## src/hdl/lcs_pkg.sv

```systemverilog
// ----------------------------------------------------------------------------
// lcs_pkg: shared constants and helpers for the checkerboard square finder
// Holds frame dimension limits, field widths and register indexes.
// ----------------------------------------------------------------------------
package lcs_pkg;

  // Largest frame side the row buffer holds
  localparam int MAX_DIM = 256;
  // Width of every size, side and position field
  localparam int DIM_W   = 9;
  // Row buffer address width
  localparam int ADDR_W  = $clog2(MAX_DIM);
  // Row buffer word: cell bit on top of its side
  localparam int MEM_W   = DIM_W + 1;

  localparam logic [DIM_W-1:0] SIDE_MAX = {DIM_W{1'b1}};
  localparam logic [DIM_W-1:0] DIM_ONE  = DIM_W'(1);

  // Configuration register indexes
  localparam int CFG_IDX_W = 1;
  localparam logic [CFG_IDX_W-1:0] REG_FRAME_WIDTH  = CFG_IDX_W'(0);
  localparam logic [CFG_IDX_W-1:0] REG_FRAME_HEIGHT = CFG_IDX_W'(1);

  // Frame size reset value
  localparam logic [DIM_W-1:0] SIZE_RESET = DIM_W'(MAX_DIM);

  typedef logic [DIM_W-1:0] dim_t;

  // Clamp a programmed size into 1..MAX_DIM
  function automatic dim_t eff_size(input dim_t v);
    dim_t res;
    if (v == '0) begin
      res = DIM_ONE;
    end else if (32'(v) > MAX_DIM) begin
      res = DIM_W'(MAX_DIM);
    end else begin
      res = v;
    end
    return res;
  endfunction

endpackage

```

## src/hdl/lcs_ram.sv

```systemverilog
// ----------------------------------------------------------------------------
// lcs_ram: generic single-port-write, single-port-read RAM
// Registered read with enable; a read of the entry being written returns
// the old contents.
// ----------------------------------------------------------------------------
module lcs_ram #(
  parameter int WIDTH = 8,
  parameter int DEPTH = 256
) (
  input  logic                     clk,
  input  logic                     we,
  input  logic [$clog2(DEPTH)-1:0] waddr,
  input  logic [WIDTH-1:0]         wdata,
  input  logic                     re,
  input  logic [$clog2(DEPTH)-1:0] raddr,
  output logic [WIDTH-1:0]         rdata
);

  logic [WIDTH-1:0] mem [DEPTH];
  logic [WIDTH-1:0] rdata_r;

  always_ff @(posedge clk) begin
    if (we) begin
      mem[waddr] <= wdata;
    end
    if (re) begin
      rdata_r <= mem[raddr];
    end
  end

  assign rdata = rdata_r;

endmodule

```

## src/hdl/largest_checkerboard_square_top.sv

```systemverilog
// Pipeline: an accepted input passes through the stage 1 register and the output register to out_*.
// Throughput: one cell per cycle while out_stall does not hold the output; set by the row buffer's
//   read-at-accept, write-at-retire cycle on one read and one write port.
// Reset: synchronous, active low; sets position to the first cell, clears neighbour and best state
//   and sets both frame sizes to 256. The row buffer is not cleared.
// ----------------------------------------------------------------------------
// largest_checkerboard_square_top: streaming checkerboard square finder
// Takes one matrix cell per transaction in row-major order and returns the
// side of the largest alternating square ending at that cell, plus the best
// square of the frame so far.
// ----------------------------------------------------------------------------
module largest_checkerboard_square_top (
  input  logic                              clk,
  input  logic                              rst_n,
  // input channel
  input  logic                              in_valid,
  output logic                              in_stall,
  input  logic                              in_cell_bit,
  // result channel
  output logic                              out_valid,
  input  logic                              out_stall,
  output logic [lcs_pkg::DIM_W-1:0]         out_cell_side,
  output logic [lcs_pkg::DIM_W-1:0]         out_best_side,
  output logic [lcs_pkg::DIM_W-1:0]         out_best_row,
  output logic [lcs_pkg::DIM_W-1:0]         out_best_col,
  output logic                              out_frame_done,
  // configuration channel
  input  logic                              cfg_valid,
  output logic                              cfg_ready,
  input  logic [lcs_pkg::CFG_IDX_W-1:0]     cfg_index,
  input  logic [lcs_pkg::DIM_W-1:0]         cfg_data
);

  localparam int DW = lcs_pkg::DIM_W;
  localparam int AW = lcs_pkg::ADDR_W;
  localparam int MW = lcs_pkg::MEM_W;

  // --------------------------------------------------------------------------
  // Configuration registers
  // --------------------------------------------------------------------------
  logic [DW-1:0] width_r;
  logic [DW-1:0] height_r;
  logic          cfg_wr;

  // Registers are always writable; the port never pushes back.
  assign cfg_ready = 1'b1;
  assign cfg_wr    = cfg_valid & cfg_ready;

  always_ff @(posedge clk) begin
    if (!rst_n) begin
      width_r  <= lcs_pkg::SIZE_RESET;
      height_r <= lcs_pkg::SIZE_RESET;
    end else if (cfg_wr) begin
      unique case (cfg_index)
        lcs_pkg::REG_FRAME_WIDTH:  width_r  <= cfg_data;
        lcs_pkg::REG_FRAME_HEIGHT: height_r <= cfg_data;
        default: ;
      endcase
    end
  end

  // --------------------------------------------------------------------------
  // Handshake: stage 1 retires into the output register when that register
  // is empty or being drained; a new cell enters only as stage 1 frees up.
  // --------------------------------------------------------------------------
  logic s1_v_r;
  logic s1_adv;
  logic in_acc;
  logic out_valid_r;

  assign s1_adv   = s1_v_r & (~out_valid_r | ~out_stall);
  assign in_stall = s1_v_r & ~s1_adv;
  assign in_acc   = in_valid & ~in_stall;

  // --------------------------------------------------------------------------
  // Stage 0: cell position from the running counters
  // --------------------------------------------------------------------------
  logic [DW-1:0] col_r, row_r;
  logic [DW-1:0] col_nxt, row_nxt;
  logic [DW-1:0] w_eff, h_eff;
  logic [DW-1:0] pos_c, pos_r;
  logic [DW:0]   row_adj, col_inc, row_inc;
  logic [AW-1:0] rd_idx;

  always_comb begin
    w_eff = lcs_pkg::eff_size(width_r);
    h_eff = lcs_pkg::eff_size(height_r);

    // A column beyond the width starts the next row; a row beyond the
    // height starts a new frame.
    pos_c   = col_r;
    row_adj = {1'b0, row_r};
    if (col_r == '0 || col_r > w_eff) begin
      pos_c   = lcs_pkg::DIM_ONE;
      row_adj = {1'b0, row_r} + (DW+1)'(1);
    end
    if (row_adj == '0 || row_adj > {1'b0, h_eff}) begin
      pos_r = lcs_pkg::DIM_ONE;
    end else begin
      pos_r = row_adj[DW-1:0];
    end

    // Advance to the following cell
    col_inc = {1'b0, pos_c} + (DW+1)'(1);
    row_inc = {1'b0, pos_r} + (DW+1)'(1);
    if (col_inc > {1'b0, w_eff}) begin
      col_nxt = lcs_pkg::DIM_ONE;
      if (row_inc > {1'b0, h_eff}) begin
        row_nxt = lcs_pkg::DIM_ONE;
      end else begin
        row_nxt = row_inc[DW-1:0];
      end
    end else begin
      col_nxt = col_inc[DW-1:0];
      row_nxt = pos_r;
    end

    rd_idx = AW'(pos_c - lcs_pkg::DIM_ONE);
  end

  always_ff @(posedge clk) begin
    if (!rst_n) begin
      col_r <= lcs_pkg::DIM_ONE;
      row_r <= lcs_pkg::DIM_ONE;
    end else if (in_acc) begin
      col_r <= col_nxt;
      row_r <= row_nxt;
    end
  end

  // --------------------------------------------------------------------------
  // Stage 1 registers: the cell and its position, while the row buffer
  // read for the cell above completes
  // --------------------------------------------------------------------------
  logic          s1_bit_r;
  logic [DW-1:0] s1_c_r, s1_r_r;
  logic          s1_edge_r;
  logic          s1_first_r;
  logic          s1_done_r;
  logic [AW-1:0] s1_idx_r;

  always_ff @(posedge clk) begin
    if (!rst_n) begin
      s1_v_r <= 1'b0;
    end else if (in_acc) begin
      s1_v_r <= 1'b1;
    end else if (s1_adv) begin
      s1_v_r <= 1'b0;
    end
  end

  always_ff @(posedge clk) begin
    if (in_acc) begin
      s1_bit_r   <= in_cell_bit;
      s1_c_r     <= pos_c;
      s1_r_r     <= pos_r;
      s1_edge_r  <= (pos_c == lcs_pkg::DIM_ONE) | (pos_r == lcs_pkg::DIM_ONE);
      s1_first_r <= (pos_c == lcs_pkg::DIM_ONE) & (pos_r == lcs_pkg::DIM_ONE);
      s1_done_r  <= (pos_c == w_eff) & (pos_r == h_eff);
      s1_idx_r   <= rd_idx;
    end
  end

  // --------------------------------------------------------------------------
  // Row buffer: previous row's bits and sides. Read as the cell is accepted,
  // written back as it retires. The next cell reads a different column, so
  // no forwarding is needed; with a one-column frame the clash is harmless
  // because every cell sits on the first column.
  // --------------------------------------------------------------------------
  logic [MW-1:0] rd_data;
  logic [MW-1:0] wr_data;
  logic [DW-1:0] cell_side;

  assign wr_data = {s1_bit_r, cell_side};

  lcs_ram #(
    .WIDTH (MW),
    .DEPTH (lcs_pkg::MAX_DIM)
  ) u_row_buf (
    .clk   (clk),
    .we    (s1_adv),
    .waddr (s1_idx_r),
    .wdata (wr_data),
    .re    (in_acc),
    .raddr (rd_idx),
    .rdata (rd_data)
  );

  // --------------------------------------------------------------------------
  // Side computation and best tracking
  // --------------------------------------------------------------------------
  logic          left_bit_r, diag_bit_r;
  logic [DW-1:0] left_side_r, diag_side_r;
  logic [DW-1:0] best_len_r, best_row_r, best_col_r;

  logic          up_bit;
  logic [DW-1:0] up_side;
  logic [DW-1:0] min_lu, min3;
  logic [DW:0]   side_sum;
  logic [DW-1:0] base_len, base_row, base_col;
  logic [DW-1:0] best_len_nxt, best_row_nxt, best_col_nxt;

  always_comb begin
    up_bit  = rd_data[MW-1];
    up_side = rd_data[DW-1:0];

    min_lu   = (left_side_r < up_side) ? left_side_r : up_side;
    min3     = (min_lu < diag_side_r) ? min_lu : diag_side_r;
    side_sum = {1'b0, min3} + (DW+1)'(1);

    // Alternating pattern: differs from left and above, matches diagonal
    if (s1_edge_r) begin
      cell_side = lcs_pkg::DIM_ONE;
    end else if ((s1_bit_r != up_bit) && (s1_bit_r != left_bit_r) &&
                 (s1_bit_r == diag_bit_r)) begin
      cell_side = (side_sum > {1'b0, lcs_pkg::SIDE_MAX}) ? lcs_pkg::SIDE_MAX
                                                          : side_sum[DW-1:0];
    end else begin
      cell_side = lcs_pkg::DIM_ONE;
    end

    // Drop the previous frame's best at its first cell
    if (s1_first_r) begin
      base_len = '0;
      base_row = '0;
      base_col = '0;
    end else begin
      base_len = best_len_r;
      base_row = best_row_r;
      base_col = best_col_r;
    end

    // Strictly larger only: ties hold the earlier square
    if (cell_side > base_len) begin
      best_len_nxt = cell_side;
      best_row_nxt = s1_r_r;
      best_col_nxt = s1_c_r;
    end else begin
      best_len_nxt = base_len;
      best_row_nxt = base_row;
      best_col_nxt = base_col;
    end
  end

  always_ff @(posedge clk) begin
    if (!rst_n) begin
      left_bit_r  <= 1'b0;
      left_side_r <= '0;
      diag_bit_r  <= 1'b0;
      diag_side_r <= '0;
      best_len_r  <= '0;
      best_row_r  <= '0;
      best_col_r  <= '0;
    end else if (s1_adv) begin
      left_bit_r  <= s1_bit_r;
      left_side_r <= cell_side;
      diag_bit_r  <= up_bit;
      diag_side_r <= up_side;
      best_len_r  <= best_len_nxt;
      best_row_r  <= best_row_nxt;
      best_col_r  <= best_col_nxt;
    end
  end

  // --------------------------------------------------------------------------
  // Output register
  // --------------------------------------------------------------------------
  logic [DW-1:0] out_cell_side_r, out_best_side_r, out_best_row_r, out_best_col_r;
  logic          out_frame_done_r;

  always_ff @(posedge clk) begin
    if (!rst_n) begin
      out_valid_r <= 1'b0;
    end else if (s1_adv) begin
      out_valid_r <= 1'b1;
    end else if (~out_stall) begin
      out_valid_r <= 1'b0;
    end
  end

  always_ff @(posedge clk) begin
    if (s1_adv) begin
      out_cell_side_r  <= cell_side;
      out_best_side_r  <= best_len_nxt;
      out_best_row_r   <= best_row_nxt;
      out_best_col_r   <= best_col_nxt;
      out_frame_done_r <= s1_done_r;
    end
  end

  assign out_valid      = out_valid_r;
  assign out_cell_side  = out_cell_side_r;
  assign out_best_side  = out_best_side_r;
  assign out_best_row   = out_best_row_r;
  assign out_best_col   = out_best_col_r;
  assign out_frame_done = out_frame_done_r;

  // --------------------------------------------------------------------------
  // Assertions
  // --------------------------------------------------------------------------
  // A stalled stage 1 must keep its row buffer read data
  assert property (@(posedge clk) disable iff (!rst_n)
    (s1_v_r && !s1_adv) |=> $stable(rd_data))
    else $error("row buffer read data changed under a stalled stage 1");

  // Every result carries a side of at least one
  assert property (@(posedge clk) disable iff (!rst_n)
    out_valid |-> (out_cell_side != '0))
    else $error("result with zero cell side");

  // The best square can never be smaller than the current cell's square
  assert property (@(posedge clk) disable iff (!rst_n)
    out_valid |-> (out_best_side >= out_cell_side))
    else $error("best side below cell side");

  // Position counters never rest at zero
  assert property (@(posedge clk) disable iff (!rst_n)
    (col_r != '0) && (row_r != '0))
    else $error("position counter at zero");

endmodule
```

## config.mk

```make
export PLATFORM = sky130hd
export DESIGN_NAME = largest_checkerboard_square_top
export DESIGN_NICKNAME = d
export VERILOG_FILES = /design/src/hdl/lcs_pkg.sv /design/src/hdl/lcs_ram.sv /design/src/hdl/largest_checkerboard_square_top.sv
export SDC_FILE = /design/constraint.sdc
export NUM_CORES = 2
export LEC_CHECK = 0
export BUFFER_PORTS_ARGS = -buffer_cell sky130_fd_sc_hd__clkbuf_2
export CAP_MARGIN = 20
export CORE_MARGIN = 2
export CORE_UTILIZATION = 40
export DETAILED_ROUTE_END_ITERATION = 16
export PLACE_DENSITY_LB_ADDON = 0.25
export SLEW_MARGIN = 10
export SYNTH_ARGS = -nofsm -noshare
export SYNTH_HDL_FRONTEND = slang
export SYNTH_SLANG_ARGS = --single-unit
export TNS_END_PERCENT = 30
```

## constraint.sdc

```tcl
create_clock -name clk -period 19.25 [get_ports clk]
set_input_delay 3.85 -clock clk [delete_from_list [all_inputs] [get_ports clk]]
set_output_delay 3.85 -clock clk [all_outputs]
set_load 0.03 [all_outputs]
```

==> flow_metrics.env <==
export IMPL_status="complete, no violations"
export IMPL_clk_latency_ps=850
export IMPL_wl_um=288000
export IMPL_final_cell_area_um2=122000
export IMPL_worst_pin_slew_ps=1400
export IMPL_grt_pass1_wl_um=413000
export IMPL_end_kind="register"
export IMPL_core_um2=270000
export IMPL_syn_area_per_cell_um2=19.0
export IMPL_initial_core_util=0.401
export IMPL_final_cell_mix="edfxtp_1 (2637), nor2_1 (643), mux4_2 (640)"
export IMPL_hold_viol=0
export IMPL_synthCells=5701
export IMPL_crit_type="reg2reg"
export IMPL_layout_commonest_cell="edfxtp_1"
export IMPL_synth_warnings=0
export IMPL_cts_tree="done"
export IMPL_timing_slew_headroom=0.0691
export IMPL_placed_area_um2=113000
export IMPL_rows=191
export IMPL_required_ps=20040
export IMPL_min_from="s1_done_r"
export IMPL_cts_setup_buffers=0
export IMPL_async_reset_ff_frac=0
export IMPL_hpwl_um=168000
export IMPL_initialDrtViolationCount=5952
export IMPL_fin_ws_ps=9690
export IMPL_finalSetupViolCount=0
export IMPL_cts_repair_resized=0
export IMPL_hold_path_class="reg2reg"
export IMPL_setup_tns_ps=0
export IMPL_ys_ff_latch=2722
export IMPL_io_buffer_count=54
export IMPL_maxCapViolations=0
export IMPL_antenna_found_initial=13
export IMPL_grt_util_all_layers=0.206
export IMPL_top_register="u_row_buf.mem"
export IMPL_final_net_count=5995
export IMPL_drv_slew=0
export IMPL_crit_fanout=179
export IMPL_fmax_ghz=0.105
export IMPL_fin_util=0.453
export IMPL_htreeDepth=5
export IMPL_root_buffer="clkbuf_16"
export IMPL_clockBufferDepth=4
export IMPL_fin_crit_ps=9560
export IMPL_die_height_um=525
export IMPL_cpPeakStageDelay_ps=790
export IMPL_gp_congestion=0.822
export IMPL_ys_flop_type="edfxtp_1"
export IMPL_drive_gt1_frac=0.220
export IMPL_vdd_drop_max_uv=70.3
export IMPL_drtAntennaViolNets=0
export IMPL_finClkSkew_ps=52.7
export IMPL_fin_crit_sh=0.497
export IMPL_cts_buffers=287
export IMPL_cp_arrival_ps=10350
export IMPL_dieArea_um2=275000
export IMPL_chipWidth_um=525
export IMPL_ys_seq_area_frac=0.746
export IMPL_grt_max_degree=196
export IMPL_crit_path_start_kind="register"
export IMPL_synth_edf_count=2637
export IMPL_rsz0062_at_grt="false"
export IMPL_p_per_area_nw_per_um2=104
export IMPL_n_fill_cell=22800
export IMPL_gr_total_overflow=0
export IMPL_cts_sinks=2722
export IMPL_clk_pin_slew_ps=60
export IMPL_ios=56
export IMPL_wire_per_inst_um=29.7
export IMPL_place_ws_ps=9740
export IMPL_dr_pass1_iters=6
export IMPL_largest_reg_flops=2560
export IMPL_syn_area_um2=108000
export IMPL_grt_pass1_vias=56100
export IMPL_via_count=56100
export IMPL_p_leak_nw=41.8
export IMPL_cp_startpoint="u_row_buf.rdata[6]"
export IMPL_area_growth_pct=13.0
export IMPL_drcViolationCount=0
export IMPL_cts_hold_buffers=0
export IMPL_r2r_start="u_row_buf.rdata[6]"
export IMPL_ys_types=82
export IMPL_viasPerCell=5.79
export IMPL_syn_nets=5786
export IMPL_critPathSlowestCell="o31a_2"
==> layer usage <==
layer / vias up / track usage / routed length [µm]
li1: 23500 / - / -
met1: 29900 / 0.288 / 121000
met2: 2201 / 0.329 / 137000
met3: 429 / 0.0385 / 21300
met4: 4 / 0.0613 / 8820
met5: - / 0 / 40
==> worst paths after layout <==
check        slack (ps)  depth (start not counted)              to
max                9690                         33   best_len_r[3]
min                 420                          0  out_frame_done
max reg2reg        9690                         33   best_len_r[3]
min reg2reg         420                          0  out_frame_done
==> stage by stage <==
stage | total power [mW] | cells | hold WS [ps]
after floorplan | 7.19 | 5701 | 400
after global placement | 7.51 | 9128 | 403
after detailed placement | 7.51 | 9145 | 407
after CTS | 12.9 | 9649 | 420
after global routing | 13.1 | 9696 | 423
final | 12.8 | 9698 | 418
==> worst max-delay path: cells and delay by family, from the launching register on <==
family                   cells  cell delay, ps
AO/OA/AOI/OAI               13            3190
AND/OR/NAND/NOR             11            3030
adder cells (fa/ha/maj)      4            1410
buffers and inverters        3             700
multiplexers                 1             520
flip-flops                   1             420
XOR/XNOR                     1             150
==> cell type report <==
type	count	area, µm²	share of cell area
clock inverter	139	1230	0.0100
tap	3570	4470	0.0365
clock buffer	365	7780	0.0635
inverter	62	285	0.00233
sequential	2722	80900	0.661
antenna	3	7.51	0.0000613
multi-input combinational	2589	25800	0.211
timing repair buffer	248	1950	0.0159
==> synthesized netlist by cell type, types with 25 or more instances <==
cell type / count / area share
nor2_1: 647 / 0.022
nand4_1: 43 / 0.0025
ha_1: 69 / 0.0080
o21ai_0: 73 / 0.0034
mux4_2: 640 / 0.13
nor3_1: 136 / 0.0063
nand2b_1: 48 / 0.0028
dfxtp_1: 85 / 0.016
xnor2_1: 27 / 0.0022
nand3_1: 79 / 0.0036
buf_2: 47 / 0.0022
a22oi_1: 36 / 0.0025
mux2i_1: 87 / 0.0080
o211ai_1: 31 / 0.0021
buf_1: 25 / 0.00087
clkbuf_1: 180 / 0.0062
edfxtp_1: 2637 / 0.73
a21oi_1: 83 / 0.0038
inv_1: 56 / 0.0019
nor4_1: 71 / 0.0041
buf_6: 25 / 0.0026
nand2_1: 183 / 0.0063
or4_1: 36 / 0.0025
buf_4: 49 / 0.0034
==> cell families (layout without fill, tap and decap cells) <==
logic type,after synthesis,count (layout),share of synthesized area
flops,2722,2722,0.746
buf+inv,390,814,0.0177
other cells,1,4,0.0000346
compound gates,399,399,0.0257
mux,735,735,0.142
xor+xnor,40,40,0.00330
simple gates,1345,1345,0.0573
fa+ha+maj,69,69,0.00796
==> power breakdown <==
group	total (mW)	internal, mW	switching (mW)
Combinational	0.910	0.310	0.600
Clock	5.40	3.13	2.27
Sequential	6.47	6.45	0.0257
Total	12.8	9.89	2.89
(Power assumes the default switching activity.)
